`src/hw/rtl/assert_macros.svh`:
```
// ----------------------------------------------------------------------------
// assert_macros.svh
// Assertion shorthands for the rotation-between-vectors block.
// ----------------------------------------------------------------------------
`ifndef ASSERT_MACROS_SVH
`define ASSERT_MACROS_SVH

// check a condition on every clock edge outside reset
`define RBV_ASSERT(lbl, prop, msg) \
    lbl: assert property (@(posedge clk) disable iff (!rst_n) (prop)) else $error(msg);

// check that a condition holds in the cycle after a trigger
`define RBV_ASSERT_NEXT(lbl, pre, post, msg) \
    lbl: assert property (@(posedge clk) disable iff (!rst_n) (pre) |=> (post)) else $error(msg);

`endif

```
`src/hw/rtl/rbv_pkg.sv`:
```
// ----------------------------------------------------------------------------
// rbv_pkg
// Types, constants and arithmetic helpers for the rotation-between-vectors block.
// ----------------------------------------------------------------------------
package rbv_pkg;

    localparam int unsigned SQ_STEPS  = 32;
    localparam int unsigned DIV_STEPS = 31;

    localparam logic signed [15:0] Q14_ONE  = 16'sd16384;
    localparam logic signed [15:0] Q14_NEG  = -16'sd16384;
    localparam logic [30:0]        Q30_ONE  = 31'h4000_0000;

    // word passed from the front part to the back part
    typedef struct packed {
        logic signed [32:0] d;
        logic signed [32:0] w0;
        logic signed [32:0] w1;
        logic signed [32:0] w2;
        logic [63:0]        ab;
        logic [63:0]        ww;
        logic               deg;
    } q_word_t;

    typedef struct packed {
        logic [33:0] rem;
        logic [31:0] root;
        logic [63:0] rad;
    } sq_unit_t;

    typedef struct packed {
        sq_unit_t           n;
        sq_unit_t           m;
        logic signed [32:0] d;
        logic signed [32:0] w0;
        logic signed [32:0] w1;
        logic signed [32:0] w2;
        logic               deg;
    } sq_stage_t;

    typedef struct packed {
        logic [31:0] rem;
        logic [30:0] qn;
    } dv_unit_t;

    typedef struct packed {
        dv_unit_t [4:0] u;
        logic [31:0]    den_n;
        logic [31:0]    den_m;
        logic [4:0]     neg;
        logic           deg;
    } dv_stage_t;

    function automatic logic [31:0] mag33(input logic signed [32:0] v);
        logic [32:0] m;
        m = v[32] ? 33'(-v) : 33'(v);
        return m[31:0];
    endfunction

    function automatic sq_unit_t sqrt_step(input sq_unit_t x);
        sq_unit_t    y;
        logic [33:0] acc;
        logic [33:0] trial;
        acc   = {x.rem[31:0], x.rad[63:62]};
        trial = {x.root, 2'b01};
        y.rad = {x.rad[61:0], 2'b00};
        if (acc >= trial)
        begin
            y.rem  = acc - trial;
            y.root = {x.root[30:0], 1'b1};
        end
        else
        begin
            y.rem  = acc;
            y.root = {x.root[30:0], 1'b0};
        end
        return y;
    endfunction

    function automatic sq_stage_t sq_stage_step(input sq_stage_t x);
        sq_stage_t y;
        y   = x;
        y.n = sqrt_step(x.n);
        y.m = sqrt_step(x.m);
        return y;
    endfunction

    // numerator (mag * 2^30 + den / 2) split into partial remainder and low bits
    function automatic dv_unit_t div_init(input logic [31:0] mag, input logic [31:0] den);
        dv_unit_t    y;
        logic [63:0] num;
        num   = ({32'b0, mag} << 30) + {33'b0, den[31:1]};
        y.rem = num[62:31];
        y.qn  = num[30:0];
        return y;
    endfunction

    function automatic dv_unit_t div_step(input dv_unit_t x, input logic [31:0] den);
        dv_unit_t    y;
        logic [32:0] acc;
        logic        qb;
        acc = {x.rem, x.qn[30]};
        if (acc >= {1'b0, den})
        begin
            acc = acc - {1'b0, den};
            qb  = 1'b1;
        end
        else
        begin
            qb = 1'b0;
        end
        y.rem = acc[31:0];
        y.qn  = {x.qn[29:0], qb};
        return y;
    endfunction

    function automatic dv_stage_t dv_stage_step(input dv_stage_t x);
        dv_stage_t y;
        y = x;
        for (int j = 0; j < 5; j++)
        begin
            y.u[j] = div_step(x.u[j], (j < 2) ? x.den_n : x.den_m);
        end
        return y;
    endfunction

    // clamp a quotient to one and apply its sign
    function automatic logic signed [31:0] q30_signed(input logic [30:0] q, input logic neg);
        logic [30:0] c;
        c = (q > Q30_ONE) ? Q30_ONE : q;
        return neg ? -$signed({1'b0, c}) : $signed({1'b0, c});
    endfunction

    // round half away from zero, drop 30 fraction bits
    function automatic logic signed [35:0] rsh30(input logic signed [65:0] p);
        logic [65:0] mag;
        logic [35:0] q;
        mag = p[65] ? 66'(-p) : 66'(p);
        q   = 36'((mag + (66'd1 << 29)) >> 30);
        return p[65] ? -$signed(q) : $signed(q);
    endfunction

    function automatic logic signed [15:0] to_q14(input logic signed [35:0] v);
        logic [35:0]        mag;
        logic [20:0]        q;
        logic signed [21:0] r;
        mag = v[35] ? 36'(-v) : 36'(v);
        q   = 21'((mag + 36'd32768) >> 16);
        r   = v[35] ? -$signed({1'b0, q}) : $signed({1'b0, q});
        if (r > 22'sd16384)
        begin
            return Q14_ONE;
        end
        if (r < -22'sd16384)
        begin
            return Q14_NEG;
        end
        return r[15:0];
    endfunction

endpackage

```
`src/hw/rtl/rbv_fifo.sv`:
```
// ----------------------------------------------------------------------------
// rbv_fifo
// Short queue of classified words between the front and back parts.
// ----------------------------------------------------------------------------
`include "assert_macros.svh"

module rbv_fifo
    import rbv_pkg::*;
#(
    parameter int unsigned DEPTH = 4
)
(
    input  logic    clk,
    input  logic    rst_n,
    input  logic    wr_valid,
    output logic    wr_ready,
    input  q_word_t wr_word,
    output logic    rd_valid,
    input  logic    rd_ready,
    output q_word_t rd_word
);

    localparam int unsigned AW = $clog2(DEPTH);
    localparam int unsigned CW = $clog2(DEPTH + 1);

    q_word_t          mem_reg [DEPTH];
    logic [AW-1:0]    wr_ptr_reg;
    logic [AW-1:0]    rd_ptr_reg;
    logic [CW-1:0]    cnt_reg;
    logic             push;
    logic             pop;

    assign wr_ready = (cnt_reg != CW'(DEPTH));
    assign rd_valid = (cnt_reg != '0);
    assign rd_word  = mem_reg[rd_ptr_reg];
    assign push     = wr_valid && wr_ready;
    assign pop      = rd_valid && rd_ready;

    always_ff @(posedge clk or negedge rst_n)
    begin
        if (!rst_n)
        begin
            wr_ptr_reg <= '0;
            rd_ptr_reg <= '0;
            cnt_reg    <= '0;
        end
        else
        begin
            if (push)
            begin
                wr_ptr_reg <= (wr_ptr_reg == AW'(DEPTH - 1)) ? '0 : wr_ptr_reg + AW'(1);
            end
            if (pop)
            begin
                rd_ptr_reg <= (rd_ptr_reg == AW'(DEPTH - 1)) ? '0 : rd_ptr_reg + AW'(1);
            end
            if (push && !pop)
            begin
                cnt_reg <= cnt_reg + CW'(1);
            end
            else if (pop && !push)
            begin
                cnt_reg <= cnt_reg - CW'(1);
            end
        end
    end

    always_ff @(posedge clk)
    begin
        if (push)
        begin
            mem_reg[wr_ptr_reg] <= wr_word;
        end
    end

    `RBV_ASSERT(a_cnt_bound, cnt_reg <= CW'(DEPTH), "queue count beyond depth")
    `RBV_ASSERT_NEXT(a_cnt_push, push && !pop, cnt_reg == $past(cnt_reg) + CW'(1), "push lost")
    `RBV_ASSERT_NEXT(a_cnt_pop, pop && !push, cnt_reg == $past(cnt_reg) - CW'(1), "pop lost")

endmodule

```
`config.mk`:
```
export PLATFORM = sky130hd
export DESIGN_NAME = rbv_fifo
export DESIGN_NICKNAME = d
export VERILOG_FILES = /design/src/hw/rtl/rbv_pkg.sv /design/src/hw/rtl/rbv_fifo.sv
export VERILOG_INCLUDE_DIRS = /design/src /design/src/hw/rtl
export SDC_FILE = /design/constraint.sdc
export NUM_CORES = 1
export LEC_CHECK = 0
export BUFFER_PORTS_ARGS = -buffer_cell sky130_fd_sc_hd__buf_2
export CAP_MARGIN = 15
export CORE_UTILIZATION = 35
export CTS_CLUSTER_DIAMETER = 80
export DETAILED_ROUTE_END_ITERATION = 16
export PLACE_DENSITY = 0.64
export SETUP_SLACK_MARGIN = 0.15
export SYNTH_ARGS = -nofsm -noshare
export SYNTH_HDL_FRONTEND = slang
export SYNTH_SLANG_ARGS = --single-unit
```
`constraint.sdc`:
```
create_clock -name clk -period 7 [get_ports clk]
set_input_delay 1.75 -clock clk [delete_from_list [all_inputs] [get_ports clk]]
set_output_delay 1.75 -clock clk [all_outputs]
set_load 0.02 [all_outputs]
```
### After elaboration in Yosys (flattened, before gate mapping)

Memory sizes are Yosys's and may differ from the RTL's.
Cells that the tools add are included.

* $add $sub $neg: 4
* $mul: 0
* div/mod/pow operators: 0
* $lt $le $gt $ge: 0
* equality and inequality tests: 3
* shift-type cells: 0
* mux-type cells: 6
* bitwise gates (word level): 0
* reductions and logical operators: 8

Operators by type and width (number)
* 2-to-1 mux 3 bit: 2
* adder 2 x 1 -> 2 bit, second input constant: 2
* equality test 2 bit, second input constant: 2
* logical AND 1 bit: 4
* 2-to-1 mux 2 bit: 2
* adder 3 x 1 -> 3 bit, second input constant: 1
* inequality test 3 bit, second input constant: 1
* nonzero test 3 bit: 1
* subtractor 3 x 1 -> 3 bit, second input constant: 1
* zero test 1 bit: 2
* 2-to-1 mux 1 bit: 2
* nonzero test 2 bit: 1

* register bits after elaboration: 7
* bits in latches: 0
* memory bits (writable): 1044
* bits in read-only memories: 0
* input bits: 265
* word-level logic and storage cells: 25
* memories kept: 1

Memory list
* mem_reg: words 4, bits a word 261, read ports 1, clocked after memory_dff 0, wr ports 1, RTL line rbv_fifo.sv:26 `q_word_t mem_reg [DEPTH];`

### Logic depth before layout (Yosys ltp)

Gate-level depths: netlist of run 1.

* depth in word-level cells: 6
* depth in mapped cells: 8
* mapped depth without buffers: 8

### Worst setup path after synthesis of run 1

No wires, ideal clock.

* kind: input-to-reg
* start: in wr_valid
* end: mem mem_reg[3][0] (netlist name), enable pin
* setup time: 0.657 ns
* arrival time: 7.744 ns
* data required time: 6.343 ns
* setup slack: -1.400 ns
* cell stages on the path: 1
* cell sequence: and3_1

* longest elaborated chain between the ends: 3

Ends and longest elaborated chain
* start: declaration: RTL line rbv_fifo.sv:15 `input logic wr_valid,`
* logical AND 1 bit: RTL line rbv_fifo.sv:36 `assign push = wr_valid && wr_ready;`
* 2-to-1 mux 1 bit: RTL line rbv_fifo.sv:70 `if (push)`
* 2-to-1 mux 1 bit (implied by the code): RTL line rbv_fifo.sv:72 `mem_reg[wr_ptr_reg] <= wr_word;`
* end: declaration: RTL line rbv_fifo.sv:26

Every way passes these cells.

==> impl_metrics.ini, run 1 <==
[yosys]
synthXorXnorAreaFrac_pct = 0.0691
yosys.area_share.simple_pct = 0.174
ys_types = 21
synth_seq_cells = 1051
synth_top_area_share_pct = 82.4
syn_area_um2 = 38000
synthTopCellsByArea = edfxtp_1, mux4_2, dfrtp_1
yosys.area.top_type = edfxtp_1
synth_compound_area_share_pct = 0
ys_seq_area_share_pct = 82.9
synth_top_family_by_area = multiplexers
synth_fa_ha_area_share_pct = 0.250
synth_nets = 1671
synthCells = 1399
synthMuxAreaShare_pct = 15.6
ys_warn_count = 0
synth_area_per_cell_um2 = 27.2

[detailed_routing]
vias = 17000
wire_per_inst_um = 22.0
drtAntennaViolNets = 0
drt-total-wl_um = 77400
drc = 0
dr.pass1.iters = 5
drtIter0Drc = 1023
via_per_inst = 4.83

[cts]
post-cts-setup-buffers = 0
ctsLongestPathBuffers = 3
postCtsHoldBufs = 0
htreeDepth = 3
numCtsBuffers = 108
cts_root_buf = clkbuf_16
clk_latency_ns = 0.66
clk_pin_slew_ns = 0.06
clock-sinks = 1051
post_cts_resized = 0
cts_tree = done

[pwr]
internal-power_mw = 13.9
p_sw_share_pct = 31.9
power_per_cell_area_nw_per_um2 = 445
p_comb_share_pct = 31.3
power_frac_seq_pct = 42.7
switching_power_mw = 6.49
ir_drop_mv = 0.309
clock_power_share_pct = 26.0
p_leak_nw = 15.3

[worst_setup_path]
cp_num_buf_inv = 2
r2r_cells = 3
startpoint_type = flop
slowest_stage = dfrtp_4
crit_path_max_fanout = 60
r2r-start = cnt_reg[2]
critPathRequiredTime_ns = 5.25
regToRegEndpoint = mem_reg[1][114]
worstPathArrival_ns = 3.11
crit_path_max_incr_delay_ns = 0.99
path_class = reg -> out
crit_path_end_kind = output port
reg2reg_setup_slack_ns = 4.53
worst_path_dominant_cell_family = flip-flops
worstPathCellList = buf_12 -> mux4_2 -> buf_2

[die]
initial_core_util_pct = 35.4
fp.coreArea_um2 = 107000
die_w_um = 332
die_area_um2 = 110000
io_pins = 528
rows = 120
fp.dieH_um = 332

[timing]
relSlewSlack_pct = 26.5
max_freq_mhz = 206
hold_viol = 0
tightest_slew_ns = 1.10
period_needed_ns = 4.86
hold_ws_ns = 0.491
fin_crit_sh_pct = 69.5
finalClockSkew_ns = 0.0201
maxSlewViolCount = 0
rsz0062_at_grt = no
fin_setup_tns_ns = 0
setup_viol = 0

[cells_and_area]
largest_reg_flops = 1044
final_cells = 3513
nFillCells = 9105
nNetsFinal = 2277
drive_gt1_share_pct = 46.6
area_growth_pct = 20.4

[outcome]
outcome = complete, no violations

[global_routing]
grt_antenna_before_repair = 31
grt_max_degree = 126
grt_use_total_pct = 14.0
grt_pass1_wl_um = 116000
grt_pass1_vias = 18000
grt-ovfl-total = 0

[min_path]
hold_class = reg -> reg
whs_path_depth = 1
holdCritStartpoint = cnt_reg[2]
hold_end = cnt_reg[2]

[placed_design]
port_buffers = 527
place_inst = 3298
dp_hpwl_um = 47300
gp_congestion = 0.741

[job]
max_cap_violations = 0
## routing by layer
| layer | routed length [µm] | vias up | track usage, % | share of wire, % |
|---|---|---|---|---|
| li1 | - | 7355 | - | - |
| met1 | 30000 | 8877 | 17.0 | 39 |
| met2 | 38700 | 554 | 23.1 | 50 |
| met3 | 6700 | 152 | 5.17 | 8.7 |
| met4 | 1790 | 30 | 4.24 | 2.3 |
| met5 | 177 | - | 0 | 0.23 |
## worst register-to-register path, cell delays in order, from the launching register on
cell,delay (ns)
dfrtp_1,0.39
or3b_4,0.28
and3_4,0.65
buf_12,0.41
## synthesized netlist by cell type, drive strengths merged
library cell,count
edfxtp,1044
mux4,261
buf,52
dfrtp,7
clkbuf,6
ha,6
mux2,5
and3,4
inv,3
nor2,3
xor2,2
and2,1
fa,1
nand2,1
or3,1
or3b,1
xnor2,1
## area by class of cell
class,instances,area [µm²],share of cell area [%]
tap,1403,1760,3.83
timing repair buffer,554,3020,6.58
antenna,15,37.5,0.0820
clock inverter,64,425,0.929
sequential,1051,31500,68.9
inverter,3,11.3,0.0246
clock buffer,136,2870,6.27
multi-input combinational,287,6150,13.4
## worst max path at each step
stage | depth (start not counted) | slack [ns] | start | endpoint
global route | 4 | 1.84 | rd_ptr_reg[0] | rd_word[134]
global placement | 4 | 2.69 | rd_ptr_reg[0] | rd_word[76]
finish | 3 | 2.14 | rd_ptr_reg[0] | rd_word[149]
detailed placement | 4 | 2.67 | rd_ptr_reg[0] | rd_word[68]
floorplan | 1 | 1.63 | wr_valid | mem_reg[3][0]
CTS | 4 | 1.90 | rd_ptr_reg[0] | rd_word[68]
## through the flow
step	utilization (%)	setup slack [ns]	area, µm²	power, mW
after global routing	42.7	1.84	45800	21.2
after global placement	39.6	2.69	42500	15.3
after CTS	42.6	1.90	45800	20.7
final	42.7	2.14	45800	20.4
after detailed placement	39.6	2.67	42500	15.4
after floorplan	-	1.63	38000	13.2
## kinds of logic (layout without fill, tap and decap cells)
family	count (synthesis)	in the layout
buffers and inverters	61	757
multiplexers	266	266
AND/OR/NAND/NOR	11	11
other	0	15
XOR/XNOR	3	3
flip-flops	1051	1051
adder cells (fa/ha/maj)	7	7
## cells in the final DEF, fill, tap and decap left out, drive strengths merged, types with 3 or more instances in the layout
cell,synthesis,routed
and3,4,4
clkbuf,6,136
edfxtp,1044,1044
clkinv,0,50
diode,0,15
bufinv,0,4
mux4,261,261
dfrtp,7,7
mux2,5,5
clkinvlp,0,6
buf,52,554
nor2,3,3
ha,6,6
inv,3,7
## power by group through the flow
stage,Clock [mW],Combinational (mW),Sequential [mW]
floorplan,0,4.45,8.75
CTS,5.46,6.55,8.71
detailed placement,0,6.52,8.84
global route,5.67,6.78,8.80
global placement,0,6.50,8.76
finish,5.30,6.37,8.69
Power figures use the tool's default switching activity.
==> run 2, diff against run 1 <==
ABC_AREA = 1   (was unset)
PLACE_DENSITY = 0.62   (was 0.64)
clock period = 4.7 ns   (was 7 ns; I/O delays follow)
==> run 2 against run 1 <==
  * Worst hold slack got worse by 0.15 ns
  * Critical path depth rose by 1
  * Utilization fell by 0.87 points
  * Global-route usage rose by 1.2 points
  * Highest routed layer unchanged
  * Clock-buffer cell count fell by 9
==> impl_metrics.ini, run 2 <==
[cells_and_area]
nFillCells = 10800
area_growth_pct = 18.5
largest_reg_flops = 1044
drive_gt1_share_pct = 19.6
final_common_cell = edfxtp_1
final_cell_mix = edfxtp_1, nand2_1, inv_1
nNetsFinal = 3880

[detailed_routing]
drtIter0Drc = 1465
via_per_inst = 4.67
drtAntennaViolNets = 0
drc = 0
vias = 24500
wire_per_inst_um = 17.6
dr.pass1.iters = 7
drt-total-wl_um = 92600

[yosys]
synth_nets = 3375
syn_area_um2 = 41600
yosysMostFrequentCell = edfxtp_1
synthXorXnorAreaFrac_pct = 0.0211
yosys.area.top_type = edfxtp_1
ys_types = 17
synth_edf_count = 1044
synth_fa_ha_area_share_pct = 0.229
synthCells = 3103
synth_top_family_by_area = compound AO/OA/AOI/OAI gates
ys_seq_area_share_pct = 75.8
synth_top_area_share_pct = 75.4
yosys.area_share.simple_pct = 7.36
yosys_most_used_dff = edfxtp_1
synth_area_per_cell_um2 = 13.4
ys_async_sr_fraction_pct = 0.666
synth_compound_area_share_pct = 9.44
synth_common_cells = edfxtp_1, nand2_1, inv_1, o211ai_1, buf_2
synth_seq_cells = 1051
synthTopCellsByArea = edfxtp_1, o211ai_1, nand2_1
ys_warn_count = 0
synthMuxAreaShare_pct = 0

[pwr]
internal-power_mw = 20.2
p_sw_share_pct = 37.6
p_leak_nw = 19.1
switching_power_mw = 12.2
clock_power_share_pct = 25.1
power_per_cell_area_nw_per_um2 = 657
power_frac_seq_pct = 39.4
ir_drop_mv = 0.426
p_comb_share_pct = 35.5

[timing]
tightest_slew_ns = 0.996
finalClockSkew_ns = 0.0189
relSlewSlack_pct = 33.6
fin_crit_sh_pct = 83.7
fin_setup_tns_ns = 0
maxSlewViolCount = 0
setup_slack_ns = 0.765
hold_viol = 0
rsz0062_at_grt = no
period_needed_ns = 3.93
setup_viol = 0
max_freq_mhz = 254

[placed_design]
port_buffers = 527
gp_congestion = 0.804
dp_hpwl_um = 55400
place_ws_ns = 1.43

[die]
initial_core_util_pct = 35.3
die_area_um2 = 120000
fp.coreArea_um2 = 118000
io_pins = 528
rows = 126
die_w_um = 347
fp.dieH_um = 347

[global_routing]
grt-ovfl-total = 0
grt_pass1_wl_um = 140000
grt_max_degree = 161
grt_pass1_vias = 23700
grt_antenna_before_repair = 35
grt_use_total_pct = 15.2

[worst_setup_path]
startpoint_type = flop
critPathRequiredTime_ns = 3.52
crit_path_max_incr_delay_ns = 0.70
crit_path_max_fanout = 115
regToRegEndpoint = mem_reg[3][123]
path_class = reg -> out
reg2reg_setup_slack_ns = 2.36
crit_path_end_kind = output port
worstPathCellList = buf_12 -> o211ai_1 -> nand2_1 -> buf_2
worstPathArrival_ns = 2.76
slowest_stage = dfrtp_4
r2r-start = cnt_reg[0]
r2r_cells = 5

[job]
max_cap_violations = 0

[cts]
post_cts_resized = 0
htreeDepth = 3
post-cts-setup-buffers = 0
clock-sinks = 1051
postCtsHoldBufs = 0
clk_latency_ns = 0.69
clk_pin_slew_ns = 0.06
cts_tree = done
numCtsBuffers = 107
cts_root_buf = clkbuf_16
ctsLongestPathBuffers = 3

[min_path]
hold_class = in -> async

[outcome]
outcome = complete, no violations
## run 2: worst max path at each step
stage | start | endpoint | slack [ns] | depth (start not counted)
after detailed placement | rd_ptr_reg[1] | rd_word[157] | 1.43 | 4
after global placement | rd_ptr_reg[1] | rd_word[157] | 1.40 | 4
after CTS | rd_ptr_reg[1] | rd_word[157] | 0.66 | 4
after floorplan | wr_valid | mem_reg[0][0] | -0.90 | 2
after global routing | rd_ptr_reg[1] | rd_word[160] | 0.59 | 4
final | rd_ptr_reg[1] | rd_word[250] | 0.77 | 4
## run 2: kinds of logic after synthesis
kind of cell / Yosys count
fa+ha+maj: 7
xor+xnor: 1
compound gates: 523
buf+inv: 709
flops: 1051
simple gates: 812
## run 2: metal layers
metal,up-vias,GRT usage (%),wire (µm)
li1,11900,-,-
met1,11800,18.5,37200
met2,599,25.2,45100
met3,192,4.94,7190
met4,38,5.29,2830
met5,-,0,247
## run 2: layout make-up
class	instances	area [µm²]	share of cell area (%)
antenna	17	42.5	0.0863
clock buffer	127	2750	5.59
clock inverter	70	584	1.19
inverter	536	2020	4.10
multi-input combinational	1343	7130	14.5
sequential	1051	31500	64.0
tap	1536	1920	3.90
timing repair buffer	569	3290	6.68
## run 2: per-stage QoR
stage	util (%)	cells	power [mW]	hold WS (ns)	instance area (µm²)
CTS	41.8	5232	32.9	0.281	49200
global placement	38.9	5035	24.6	0.481	45900
global route	41.8	5243	34.2	0.292	49300
floorplan	-	3103	20.7	0.463	41600
finish	41.8	5249	32.4	0.345	49300
detailed placement	38.9	5035	24.7	0.501	45900
## run 2: worst max-delay path: cells and delay by family (launching register included)
kind	cells	cell delay [ns]
AOI/OAI and AO/OA	1	0.32
DFF	1	0.70
and+or+nand+nor	1	0.15
buffers and inverters	2	0.55
## run 2: power by group through the flow
stage	clock network (mW)	registers (mW)	logic, mW
3_5_place_dp	0	13.0	11.7
5_1_grt	8.68	12.9	12.6
6_report	8.12	12.8	11.5
4_1_cts	8.34	12.8	11.7
3_3_place_gp	0	12.9	11.6
2_1_floorplan	0	13.0	7.75
==> run 3, diff against run 2 <==
ABC_AREA = 0   (was 1)
PLACE_DENSITY = 0.64   (was 0.62)
clock period = 3.27 ns   (was 4.7 ns; I/O delays follow)
==> run 3 against run 2 <==
  * Clock-buffer cell count fell by 7
  * Wire length fell by 9.4%
  * Sequential share of layout area rose by 1.2 points
  * Worst hold slack got worse by 0.00080 ns
  * Largest power group unchanged
  * Total power increased by 49%
  * Global-route usage is 0.17 points lower
  * Sequential cell count is the same
  * Combinational power increased by 53%
  * Die area shrank 8.4%
  * Setup slack worse by 0.72 ns
  * Final cell count down 32%
==> impl_metrics.ini, run 3 (same netlist as run 1, synthesis figures left out) <==
[die]
die_w_um = 332
fp.coreArea_um2 = 107000
io_pins = 528
fp.dieH_um = 332
initial_core_util_pct = 35.4
rows = 120
die_area_um2 = 110000

[cells_and_area]
stdcell_area_um2 = 48400
drive_gt1_share_pct = 49.5
largest_reg_flops = 1044
nFillCells = 8844
area_growth_pct = 27.1
final_cell_mix = edfxtp_1, buf_2, mux4_2
final_common_cell = edfxtp_1
final_util_pct = 45.1
nNetsFinal = 2371

[cts]
clock-sinks = 1051
clk_pin_slew_ns = 0.07
cts_tree = done
clk_latency_ns = 0.68
cts_root_buf = clkbuf_16
numCtsBuffers = 106
ctsLongestPathBuffers = 3
htreeDepth = 3

[timing]
rsz0062_at_grt = yes
tightest_slew_ns = 0.665
period_needed_ns = 3.22
fin_crit_sh_pct = 98.6
finalClockSkew_ns = 0.0314
fin_setup_tns_ns = 0
max_freq_mhz = 310
relSlewSlack_pct = 55.7
maxSlewViolCount = 0
setup_viol = 0
hold_viol = 0

[job]
max_cap_violations = 0

[detailed_routing]
drt-total-wl_um = 83900
drc = 0
drtIter0Drc = 1156
via_per_inst = 4.93
wire_per_inst_um = 23.3
dr.pass1.iters = 4
vias = 17700
drtAntennaViolNets = 0

[worst_setup_path]
crit_path_max_incr_delay_ns = 0.54
startpoint_type = flop
worstPathArrival_ns = 2.41
slowest_stage = dfrtp_4
crit_path_max_fanout = 7
worstPathCellList = buf_12 -> buf_16 -> buf_12 -> buf_12 -> mux4_2 -> buf_6
critPathRequiredTime_ns = 2.45
crit_path_end_kind = output port
path_class = reg -> out
cpMostUsedCell = buf_12

[global_routing]
grt_max_degree = 80
grt-ovfl-total = 0
grt_pass1_vias = 18800
grt_antenna_before_repair = 25
grt_pass1_wl_um = 123000
grt_use_total_pct = 15.0

[placed_design]
gp_congestion = 0.759
port_buffers = 527
dpl_cell_area_um2 = 43200
dp_hpwl_um = 53000

[pwr]
p_leak_nw = 16.4
ir_drop_mv = 0.689
power_per_cell_area_nw_per_um2 = 994
p_total_mw = 48.1

[outcome]
outcome = complete, no violations

[min_path]
hold_class = in -> reg
## run 3: report_power, final
part | internal [mW] | switching, mW
clock | 7.21 | 4.96
sequential | 17.7 | 0.544
combinational | 8.14 | 9.48
## run 3: metal layers
layer | vias up | share of wire (%) | GRT usage (%)
met4 | 32 | 2.3 | 4.36
met3 | 148 | 7.4 | 4.95
met2 | 542 | 51 | 25.2
met1 | 9437 | 39 | 18.5
met5 | - | 0.23 | 0
li1 | 7557 | - | -
## run 3: critical path, delay by kind of cell (launching register included)
kind / cells / cell delay [ns]
flip-flops: 1 / 0.54
multiplexers: 1 / 0.42
buffers and inverters: 5 / 0.73
## run 3: per-stage QoR
step           worst slack, ns  instances  hold slack (ns)
2_1_floorplan            0.109       1399            0.447
6_report                0.0469       3595            0.344
4_1_cts                -0.0533       3578            0.276
3_5_place_dp             0.600       3358            0.479
3_3_place_gp             0.621       3358            0.465
5_1_grt                -0.0635       3592            0.286
## run 3: what timing repair did
action | CTS | global route
endpoints found under the setup margin | 254 | 261
resized for setup | 187 | 144
endpoints found under the hold margin | 7 | 0
buffers inserted | 17 | 4
gates cloned | 10 | 4
hold buffers | 1 | 0
## run 3: worst paths after layout
kind,from,endpoint,slack (ns),cells past startpoint
hold / removal,wr_word[257],mem_reg[3][257],0.34,1
min in group asynchronous,rst_n,cnt_reg[2],0.57,2
setup / recovery,rd_ptr_reg[0],rd_word[32],0.05,6
max in group asynchronous,rst_n,rd_ptr_reg[0],2.51,2
setup reg to reg,cnt_reg[1],cnt_reg[1],1.06,6
hold reg to reg,cnt_reg[2],cnt_reg[2],0.50,1
## run 3: layout make-up
cell class | count | area, µm² | share of cell area, %
Multi-Input combinational cell | 287 | 6150 | 12.7
Clock buffer | 120 | 2750 | 5.68
Timing Repair Buffer | 650 | 5370 | 11.1
Sequential cell | 1051 | 31500 | 65.2
Antenna cell | 9 | 22.5 | 0.0466
Clock inverter | 72 | 773 | 1.60
Tap cell | 1403 | 1760 | 3.63
Inverter | 3 | 11.3 | 0.0233
